**src/sv/pct_pkg.sv**
```systemverilog
// Package for the prime chain tracker: beat payload structs, operation codes,
// entry state codes, response status codes, CSR indexes and parameter defaults.
// No dependencies.
package pct_pkg;

   localparam int MAX_ENTRIES_DEF = 32;
   localparam int OFFSET_BITS_DEF = 16;

   // operation codes carried in req func
   localparam logic [2:0] FN_OPEN   = 3'd0;
   localparam logic [2:0] FN_APPEND = 3'd1;
   localparam logic [2:0] FN_FETCH  = 3'd2;
   localparam logic [2:0] FN_REPORT = 3'd3;
   localparam logic [2:0] FN_EVAL   = 3'd4;

   // per-entry test state
   localparam logic [1:0] ENT_UNTESTED = 2'd0;
   localparam logic [1:0] ENT_PASS     = 2'd1;
   localparam logic [1:0] ENT_FAIL     = 2'd2;

   // response status
   localparam logic [1:0] STAT_OK     = 2'd0;
   localparam logic [1:0] STAT_FULL   = 2'd1;
   localparam logic [1:0] STAT_NOPEND = 2'd2;

   // configuration register indexes
   localparam logic [1:0] CSR_MAX_GAP   = 2'd0;
   localparam logic [1:0] CSR_MIN_LEN   = 2'd1;
   localparam logic [1:0] CSR_KEEPALIVE = 2'd2;

   typedef struct packed {
      logic [2:0]  func;
      logic [63:0] chain_base;
      logic [15:0] offset;
      logic        prime_flag;
   } pct_req_type;

   typedef struct packed {
      logic [1:0]  status;
      logic [63:0] base_out;
      logic [15:0] candidate_offset;
      logic [15:0] run_start;
      logic [5:0]  run_length;
      logic        hope;
      logic [5:0]  entry_count;
   } pct_rsp_type;

endpackage

```
**src/sv/prime_chain_tracker.sv**
```systemverilog
// Prime chain tracker top level: offset/state tables, walk sequencer, config
// registers and response register.
// Depends on pct_pkg.
//
// Usage: one request beat on req_ (valid/stall) yields exactly one response
// beat on rsp_ (valid/stall). req_stall stays high from the accepted beat
// until its response is taken, so one operation is in flight at a time.
// The next request can be taken from the cycle after the response beat.
// Open, append, report and unknown codes answer in the cycle after acceptance.
// Fetch and evaluate walk the table through one registered read port, one
// entry per cycle; fetch stops at the first untested entry.
// Evaluate tracks the strict and the optimistic run in the same pass.
// A stalled response holds its payload and keeps req_stall high.
// csr_ writes (index 0 max_gap, 1 min_chain_length, 2 keepalive_count) are
// always taken; other indexes are dropped. Write them only while idle.
// Synchronous reset empties the chain, clears the base and restores the
// register defaults; the tables themselves are not cleared.
module prime_chain_tracker #(
   parameter int MAX_ENTRIES = pct_pkg::MAX_ENTRIES_DEF,
   parameter int OFFSET_BITS = pct_pkg::OFFSET_BITS_DEF
) (
   input  logic                clock,
   input  logic                reset,
   input  logic                req_valid,
   output logic                req_stall,
   input  pct_pkg::pct_req_type req_data,
   output logic                rsp_valid,
   input  logic                rsp_stall,
   output pct_pkg::pct_rsp_type rsp_data,
   input  logic                csr_valid,
   output logic                csr_ready,
   input  logic [1:0]          csr_index,
   input  logic [15:0]         csr_wdata
);
   import pct_pkg::*;

   localparam int OB    = OFFSET_BITS;
   localparam int IDX_W = $clog2(MAX_ENTRIES);
   localparam int CNT_W = $clog2(MAX_ENTRIES + 1);
   localparam int GAP_W = ((OB > 16) ? OB : 16) + 2;
   localparam int CMP_W = ((CNT_W > 6) ? CNT_W : 6) + 2;
   localparam logic [CNT_W-1:0] CNT_MAX = CNT_W'(MAX_ENTRIES);

   localparam logic [1:0] ST_IDLE = 2'd0;
   localparam logic [1:0] ST_WALK = 2'd1;
   localparam logic [1:0] ST_RESP = 2'd2;

   typedef struct packed {
      logic [CNT_W-1:0] run;
      logic [OB-1:0]    run_st;
      logic [OB-1:0]    last;
      logic [CNT_W-1:0] best_len;
      logic [OB-1:0]    best_st;
   } trk_type;

   // one entry of the run walk; gap is measured from the last passed offset
   function automatic trk_type trk_step(trk_type t, logic pass, logic [OB-1:0] cur,
                                        logic [15:0] mg);
      trk_type r;
      logic signed [GAP_W-1:0] gap;
      r = t;
      gap = $signed(GAP_W'(cur)) - $signed(GAP_W'(t.last));
      if (t.run != '0 && gap > $signed(GAP_W'(mg))) begin
         if (t.run > t.best_len) begin
            r.best_len = t.run;
            r.best_st  = t.run_st;
         end
         r.run = '0;
      end
      if (pass) begin
         if (r.run == '0) begin
            r.run_st = cur;
         end
         r.run  = r.run + 1'b1;
         r.last = cur;
      end
      return r;
   endfunction

   function automatic trk_type trk_close(trk_type t);
      trk_type r;
      r = t;
      if (t.run > t.best_len) begin
         r.best_len = t.run;
         r.best_st  = t.run_st;
      end
      return r;
   endfunction

   // tables
   logic [OB-1:0] off_mem [MAX_ENTRIES];
   logic [1:0]    st_mem  [MAX_ENTRIES];
   logic [OB-1:0] rd_off_ff;
   logic [1:0]    rd_st_ff;
   logic             off_we, st_we;
   logic [IDX_W-1:0] off_wa, st_wa, rd_addr;
   logic [OB-1:0]    off_wd;
   logic [1:0]       st_wd;

   // control and chain state
   logic [1:0]       state_ff, state_in;
   logic [63:0]      base_ff, base_in;
   logic [CNT_W-1:0] count_ff, count_in;
   logic [CNT_W-1:0] untested_ff, untested_in;
   logic [CNT_W-1:0] prime_ff, prime_in;
   logic [IDX_W-1:0] pend_idx_ff, pend_idx_in;
   logic             pend_vld_ff, pend_vld_in;
   logic [15:0]      max_gap_ff;
   logic [5:0]       min_len_ff, keep_ff;

   // walk
   logic [CNT_W-1:0] iss_ff, iss_in;
   logic [IDX_W-1:0] proc_ff, proc_in;
   logic             q_vld_ff, q_vld_in;
   logic             fetch_ff, fetch_in;
   trk_type          trk_p_ff, trk_p_in, trk_o_ff, trk_o_in;
   trk_type          fin_p, fin_o;

   // result payload
   logic [1:0]  res_status_ff, res_status_in;
   logic [15:0] res_cand_ff, res_cand_in;
   logic [15:0] res_bstart_ff, res_bstart_in;
   logic [5:0]  res_blen_ff, res_blen_in;
   logic        res_hope_ff, res_hope_in;

   logic [CMP_W-1:0] prime_x, untested_x;

   assign req_stall = (state_ff != ST_IDLE);
   assign rsp_valid = (state_ff == ST_RESP);
   assign csr_ready = 1'b1;
   assign rd_addr   = iss_ff[IDX_W-1:0];
   assign prime_x   = CMP_W'(prime_ff);
   assign untested_x = CMP_W'(untested_ff);

   always_comb begin
      rsp_data.status           = res_status_ff;
      rsp_data.base_out         = base_ff;
      rsp_data.candidate_offset = res_cand_ff;
      rsp_data.run_start        = res_bstart_ff;
      rsp_data.run_length       = res_blen_ff;
      rsp_data.hope             = res_hope_ff;
      rsp_data.entry_count      = 6'(count_ff);
   end

   always_comb begin
      fin_p = trk_close(trk_p_ff);
      fin_o = trk_close(trk_o_ff);
   end

   always_comb begin
      state_in      = state_ff;
      base_in       = base_ff;
      count_in      = count_ff;
      untested_in   = untested_ff;
      prime_in      = prime_ff;
      pend_idx_in   = pend_idx_ff;
      pend_vld_in   = pend_vld_ff;
      iss_in        = iss_ff;
      proc_in       = proc_ff;
      q_vld_in      = 1'b0;
      fetch_in      = fetch_ff;
      trk_p_in      = trk_p_ff;
      trk_o_in      = trk_o_ff;
      res_status_in = res_status_ff;
      res_cand_in   = res_cand_ff;
      res_bstart_in = res_bstart_ff;
      res_blen_in   = res_blen_ff;
      res_hope_in   = res_hope_ff;
      off_we        = 1'b0;
      off_wa        = '0;
      off_wd        = '0;
      st_we         = 1'b0;
      st_wa         = '0;
      st_wd         = ENT_UNTESTED;

      case (state_ff)
         ST_IDLE: begin
            if (req_valid) begin
               res_status_in = STAT_OK;
               res_cand_in   = '0;
               res_bstart_in = '0;
               res_blen_in   = '0;
               res_hope_in   = 1'b0;
               state_in      = ST_RESP;
               case (req_data.func)
                  FN_OPEN: begin
                     base_in     = req_data.chain_base;
                     off_we      = 1'b1;
                     st_we       = 1'b1;
                     count_in    = CNT_W'(1);
                     untested_in = CNT_W'(1);
                     prime_in    = '0;
                     pend_vld_in = 1'b0;
                     pend_idx_in = '0;
                  end
                  FN_APPEND: begin
                     if (count_ff >= CNT_MAX) begin
                        res_status_in = STAT_FULL;
                     end else begin
                        off_we      = 1'b1;
                        off_wa      = count_ff[IDX_W-1:0];
                        off_wd      = OB'(req_data.offset);
                        st_we       = 1'b1;
                        st_wa       = count_ff[IDX_W-1:0];
                        count_in    = count_ff + 1'b1;
                        untested_in = untested_ff + 1'b1;
                     end
                  end
                  FN_REPORT: begin
                     if (!pend_vld_ff || CNT_W'(pend_idx_ff) >= count_ff) begin
                        res_status_in = STAT_NOPEND;
                     end else begin
                        if (untested_ff != '0) begin
                           untested_in = untested_ff - 1'b1;
                        end
                        st_we = 1'b1;
                        st_wa = pend_idx_ff;
                        if (req_data.prime_flag) begin
                           st_wd    = ENT_PASS;
                           prime_in = prime_ff + 1'b1;
                        end else begin
                           st_wd = ENT_FAIL;
                        end
                        pend_vld_in = 1'b0;
                     end
                  end
                  FN_FETCH, FN_EVAL: begin
                     state_in = ST_WALK;
                     fetch_in = (req_data.func == FN_FETCH);
                     iss_in   = '0;
                     proc_in  = '0;
                     trk_p_in = '0;
                     trk_o_in = '0;
                  end
                  default: begin
                  end
               endcase
            end
         end
         ST_WALK: begin
            if (q_vld_ff && fetch_ff && rd_st_ff == ENT_UNTESTED) begin
               // first untested entry found
               res_cand_in   = 16'(rd_off_ff);
               res_status_in = STAT_OK;
               pend_idx_in   = proc_ff;
               pend_vld_in   = 1'b1;
               state_in      = ST_RESP;
            end else begin
               if (q_vld_ff) begin
                  proc_in = proc_ff + 1'b1;
                  if (!fetch_ff) begin
                     trk_p_in = trk_step(trk_p_ff, rd_st_ff == ENT_PASS, rd_off_ff,
                                         max_gap_ff);
                     trk_o_in = trk_step(trk_o_ff,
                                         rd_st_ff == ENT_PASS || rd_st_ff == ENT_UNTESTED,
                                         rd_off_ff, max_gap_ff);
                  end
               end
               if (iss_ff < count_ff) begin
                  iss_in   = iss_ff + 1'b1;
                  q_vld_in = 1'b1;
               end else if (!q_vld_ff) begin
                  state_in = ST_RESP;
                  if (fetch_ff) begin
                     res_status_in = STAT_FULL;
                  end else begin
                     res_bstart_in = 16'(fin_p.best_st);
                     res_blen_in   = 6'(fin_p.best_len);
                     if (untested_ff == '0) begin
                        res_hope_in = 1'b0;
                     end else if (prime_x >= CMP_W'(keep_ff)) begin
                        res_hope_in = 1'b1;
                     end else if (prime_x + untested_x < CMP_W'(min_len_ff)) begin
                        res_hope_in = 1'b0;
                     end else begin
                        res_hope_in = (CMP_W'(fin_o.best_len) >= CMP_W'(min_len_ff));
                     end
                  end
               end
            end
         end
         ST_RESP: begin
            if (!rsp_stall) begin
               state_in = ST_IDLE;
            end
         end
         default: begin
            state_in = ST_IDLE;
         end
      endcase
   end

   always_ff @(posedge clock) begin
      rd_off_ff <= off_mem[rd_addr];
      if (off_we) begin
         off_mem[off_wa] <= off_wd;
      end
   end

   always_ff @(posedge clock) begin
      rd_st_ff <= st_mem[rd_addr];
      if (st_we) begin
         st_mem[st_wa] <= st_wd;
      end
   end

   always_ff @(posedge clock) begin
      if (reset) begin
         state_ff    <= ST_IDLE;
         base_ff     <= '0;
         count_ff    <= '0;
         untested_ff <= '0;
         prime_ff    <= '0;
         pend_idx_ff <= '0;
         pend_vld_ff <= 1'b0;
         q_vld_ff    <= 1'b0;
         max_gap_ff  <= 16'd12;
         min_len_ff  <= 6'd8;
         keep_ff     <= 6'd8;
      end else begin
         state_ff    <= state_in;
         base_ff     <= base_in;
         count_ff    <= count_in;
         untested_ff <= untested_in;
         prime_ff    <= prime_in;
         pend_idx_ff <= pend_idx_in;
         pend_vld_ff <= pend_vld_in;
         q_vld_ff    <= q_vld_in;
         if (csr_valid && csr_ready) begin
            case (csr_index)
               CSR_MAX_GAP:   max_gap_ff <= csr_wdata;
               CSR_MIN_LEN:   min_len_ff <= csr_wdata[5:0];
               CSR_KEEPALIVE: keep_ff    <= csr_wdata[5:0];
               default: begin
               end
            endcase
         end
      end
   end

   always_ff @(posedge clock) begin
      iss_ff        <= iss_in;
      proc_ff       <= proc_in;
      fetch_ff      <= fetch_in;
      trk_p_ff      <= trk_p_in;
      trk_o_ff      <= trk_o_in;
      res_status_ff <= res_status_in;
      res_cand_ff   <= res_cand_in;
      res_bstart_ff <= res_bstart_in;
      res_blen_ff   <= res_blen_in;
      res_hope_ff   <= res_hope_in;
   end

   a_count_bound: assert property (@(posedge clock) disable iff (reset)
      count_ff <= CNT_MAX)
      else $error("entry count above table depth");

   a_tally_bound: assert property (@(posedge clock) disable iff (reset)
      CMP_W'(prime_ff) + CMP_W'(untested_ff) <= CMP_W'(count_ff))
      else $error("prime plus untested exceeds entry count");

   a_pend_in_table: assert property (@(posedge clock) disable iff (reset)
      pend_vld_ff |-> CNT_W'(pend_idx_ff) < count_ff)
      else $error("pending fetch points past the table");

   a_read_only_walk: assert property (@(posedge clock) disable iff (reset)
      q_vld_ff |-> state_ff == ST_WALK)
      else $error("table read beat outside a walk");

   a_rsp_holds: assert property (@(posedge clock) disable iff (reset)
      rsp_valid && rsp_stall |=> rsp_valid && $stable(rsp_data))
      else $error("stalled response changed");

endmodule

```
**config.mk**
```make
export PLATFORM = sky130hd
export DESIGN_NAME = prime_chain_tracker
export DESIGN_NICKNAME = d
export VERILOG_FILES = /design/src/sv/pct_pkg.sv /design/src/sv/prime_chain_tracker.sv
export SDC_FILE = /design/constraint.sdc
export NUM_CORES = 1
export LEC_CHECK = 0
export ABC_AREA = 1
export BUFFER_PORTS_ARGS = -buffer_cell sky130_fd_sc_hd__buf_2
export CELL_PAD_IN_SITES_DETAIL_PLACEMENT = 1
export CELL_PAD_IN_SITES_GLOBAL_PLACEMENT = 1
export CORE_MARGIN = 1.5
export CORE_UTILIZATION = 44
export DETAILED_ROUTE_END_ITERATION = 8
export PLACE_DENSITY_LB_ADDON = 0.1
export REMOVE_ABC_BUFFERS = 1
export SYNTH_ARGS = -nofsm -noshare
export SYNTH_HDL_FRONTEND = slang
export SYNTH_SLANG_ARGS = --single-unit
```
**constraint.sdc**
```tcl
create_clock -name clock -period 4.4 [get_ports clock]
set_input_delay 1.32 -clock clock [delete_from_list [all_inputs] [get_ports clock]]
set_output_delay 1.32 -clock clock [all_outputs]
set_load 0.01 [all_outputs]
```
==> impl_metrics.toml <==
[pwr]
power.share.clock_pct = 40.7
internal_power_mw = 14.0
ir_worst_vdd_v = 0.000333
power.switching_fraction_pct = 25.8
comb_power_share_pct = 11.7
p_leak_nw = 15.8
p_seq_share_pct = 47.6
post-layout-total-power_mw = 18.9
pwr_cell_area_nw_per_um2 = 445
total_switching_power_mw = 4.86

[placement]
place.port_buffers = 219
finalWeightedCongestion = 0.865
post_dp_cell_area_um2 = 39300
hpwlAfterDp_um = 72500

[global_routing]
first_global_vias = 27940
grt_max_degree = 144
global_route_wire_length_before_repair_um = 170000
antenna_found_initial = 3
grt.overflow.total = 0
track_usage_pct = 26.3

[floorplan]
initial_standard_cell_utilization_of_the_core_pct = 44.6
io_pins = 221
floorplan.rows = 105
die-area_um2 = 85000
die_w_um = 292
floorplan.die.height_um = 292
core_region_area_um2 = 82200

[clock_tree]
cts_tree = "done"
cts-htree-levels = 3
max-clock-path-buffers = 3
clock_sink_total = 854
insertion_delay_ns = 0.66
cts_hold_buffers = 0
cts-root-buf = "sky130_fd_sc_hd__clkbuf_16"
cts_buffers = 92
clk_transition_reported_paths_ns = 0.06

[synth]
postSynth.topFlopCell = "sky130_fd_sc_hd__edfxtp_1"
synth_sequential_area_ratio_pct = 66.2
postSynthAreaPerCell_um2 = 11.1
post_synth_edffs = 717
postSynth.asyncResetShare_pct = 0
synth_warn = 0
yosys_register_bits = 854
ys_types = 47
synth.cell_area_um2 = 36600
syn-instance-count = 3292

[critical_path]
reg2reg_depth = 27
worst_path_largest_cell_delay_ns = 0.36
worst_setup_path_end_kind = "register"
timing.setup.critical_path_class = "register to register"
timing.critical_path.slowest_stage_cell = "sky130_fd_sc_hd__ha_1"
critical-path-top-cell-by-count = "sky130_fd_sc_hd__nand2_1"
worst-endpoint-required_ns = 4.82
setup.reg_to_reg.worst_slack_ns = 0.24
worstSetupStartpointType = "register"
path_max_fanout = 8
wp_data_arrival_ns = 4.58

[cells_and_area]
finalNetCount = 3773
area_delta_synth_final_pct = 15.6
utilization_pct = 51.5
final_common_cell = "sky130_fd_sc_hd__edfxtp_1"
final_cell_mix = "sky130_fd_sc_hd__edfxtp_1 (717), sky130_fd_sc_hd__nor2_1 (650), sky130_fd_sc_hd__o21ai_0 (454)"
area_of_all_placed_cells_without_fillers_um2 = 42400
layout_cells_sized_above_1_pct = 14.3
n_fill_cell = 8766

[timing]
timing.final.crit_share_pct = 94.6
fin_worst_skew_ns = 0.0238
worst_case_hold_slack_ns = 0.462
worst-slew-pin-transition_ns = 1.10
timing.setup.tns_ns = 0
report.final.hold_viol_count = 0
maxSlewViolCount = 0
clock.fmax_mhz = 240
min_cycle_time_layout_ns = 4.16
slew-limit-headroom_pct = 26.7
setup_viol_count_final = 0

[route]
drc_errors = 0
ant_nets = 0
routed_wl_um = 112000
dr.first_iter.drc_count = 1828
via_per_inst = 5.69
vias = 26669
wl_per_cell_um = 23.9
dr.pass1.iters = 5

[worst_hold_path]
hold_depth = 2
path_class_of_the_lowest_slack_min_delay_path = "register to register"

[outcome]
status = "finished, final reports clean"

[run]
cap_violations = 0
state kept, by name, indices dropped and copies added, names as in the netlist, 2 cells and up:
name and flops:
base_ff 64, count_ff 6, fin_o 22, fin_p 38, iss_ff 6, keep_ff 6
max_gap_ff 16, min_len_ff 6, off_mem 512, pend_idx_ff 5, prime_ff 6, proc_ff 5
rd_off_ff 16, rd_st_ff 2, res_blen_ff 6, res_bstart_ff 16, res_cand_ff 16, res_status_ff 2
st_mem 64, state_ff 2, trk_o_ff 6, trk_p_ff 22, untested_ff 6
routing by layer:
layer | up-vias | wire length, um | track usage [%]
met5 | - | 0 | 0
met4 | 0 | 4400 | 10.3
met3 | 210 | 4870 | 3.86
met2 | 590 | 55600 | 45.2
met1 | 13615 | 47300 | 33.6
li1 | 12254 | - | -
stage by stage:
step	setup WS (ns)	instances
finish	0.238	4690
detailed placement	0.0439	4512
CTS	0.00976	4684
global route	-0.0339	4689
global placement	0.146	4512
floorplan	-6.47	3123
area by class of cell:
cell class / count / area (um2) / share of cell area (%)
clock inverters: 49 / 490 / 1.16
diodes: 1 / 2.50 / 0.00591
clock buffers: 123 / 2480 / 5.86
inverters: 219 / 831 / 1.96
flip-flops and latches: 854 / 24300 / 57.3
well taps: 1070 / 1340 / 3.16
repair buffers: 324 / 1950 / 4.60
multi-input cells: 2050 / 11000 / 26.0
kinds of logic (layout without fill, tap and decap cells):
kind of cell	count (synthesis)	after routing	synth area share (%)
simple gates	1051	1051	11.5
flops	854	854	66.2
compound gates	835	835	12.9
buf+inv	388	715	4.04
fa+ha+maj	125	125	4.35
xor+xnor	38	38	0.908
other cells	1	2	0.0102
path summary, 6_finish.rpt:
kind                             endpoint                     from
setup / recovery  fin_p[58]$_SDFFCE_PN0P_     rd_off_ff[2]$_DFF_P_
hold / removal    keep_ff[0]$_SDFFE_PP0P_  keep_ff[0]$_SDFFE_PP0P_
setup reg to reg  fin_p[58]$_SDFFCE_PN0P_     rd_off_ff[2]$_DFF_P_
hold reg to reg   keep_ff[0]$_SDFFE_PP0P_  keep_ff[0]$_SDFFE_PP0P_
worst max-delay path, delay by kind of cell, from the launching register on:
| family | cells | cell delay, ns |
|---|---|---|
| adder cells (fa/ha/maj) | 3 | 0.82 |
| XOR/XNOR | 1 | 0.13 |
| AND/OR/NAND/NOR | 13 | 1.22 |
| buffers and inverters | 3 | 0.16 |
| flip-flops | 1 | 0.33 |
| AO/OA/AOI/OAI | 7 | 1.23 |
power by group through the flow:
stage	Clock, mW	Combinational, mW	Sequential (mW)
CTS	7.82	2.19	8.98
finish	7.67	2.21	8.98
detailed placement	0	2.17	9.15
global route	8.09	2.47	8.99
global placement	0	2.07	9.14
floorplan	0	1.29	9.18
synthesized netlist by cell type (all sizes together) (2+ instances only):
library cell | n | area share [%]
a211oi | 11 | 0.23
a21boi | 8 | 0.16
a21o | 8 | 0.16
a21oi | 139 | 1.9
a221oi | 13 | 0.31
a31oi | 22 | 0.38
a32oi | 10 | 0.24
buf | 16 | 0.23
clkbuf | 153 | 1.6
clkinv | 5 | 0.051
dfxtp | 137 | 7.5
edfxtp | 717 | 59
fa | 4 | 0.22
ha | 121 | 4.1
inv | 214 | 2.2
nand2 | 220 | 2.3
nand3 | 64 | 0.87
nand3b | 4 | 0.082
nand4 | 6 | 0.10
nor2 | 682 | 7.1
nor3 | 63 | 0.87
nor4 | 7 | 0.12
o211ai | 7 | 0.14
o21a | 7 | 0.14
o21ai | 464 | 6.4
o21bai | 2 | 0.041
o221ai | 49 | 1.2
o22ai | 87 | 1.5
o31ai | 5 | 0.10
or2 | 4 | 0.068
xnor2 | 17 | 0.41
xor2 | 21 | 0.50
timing repair:
action | 4_1_cts | 5_1_grt
endpoints found under the setup margin | 0 | 25
buffers inserted | 0 | 5
resized for setup | 0 | 14
(Power assumes the default switching activity.)
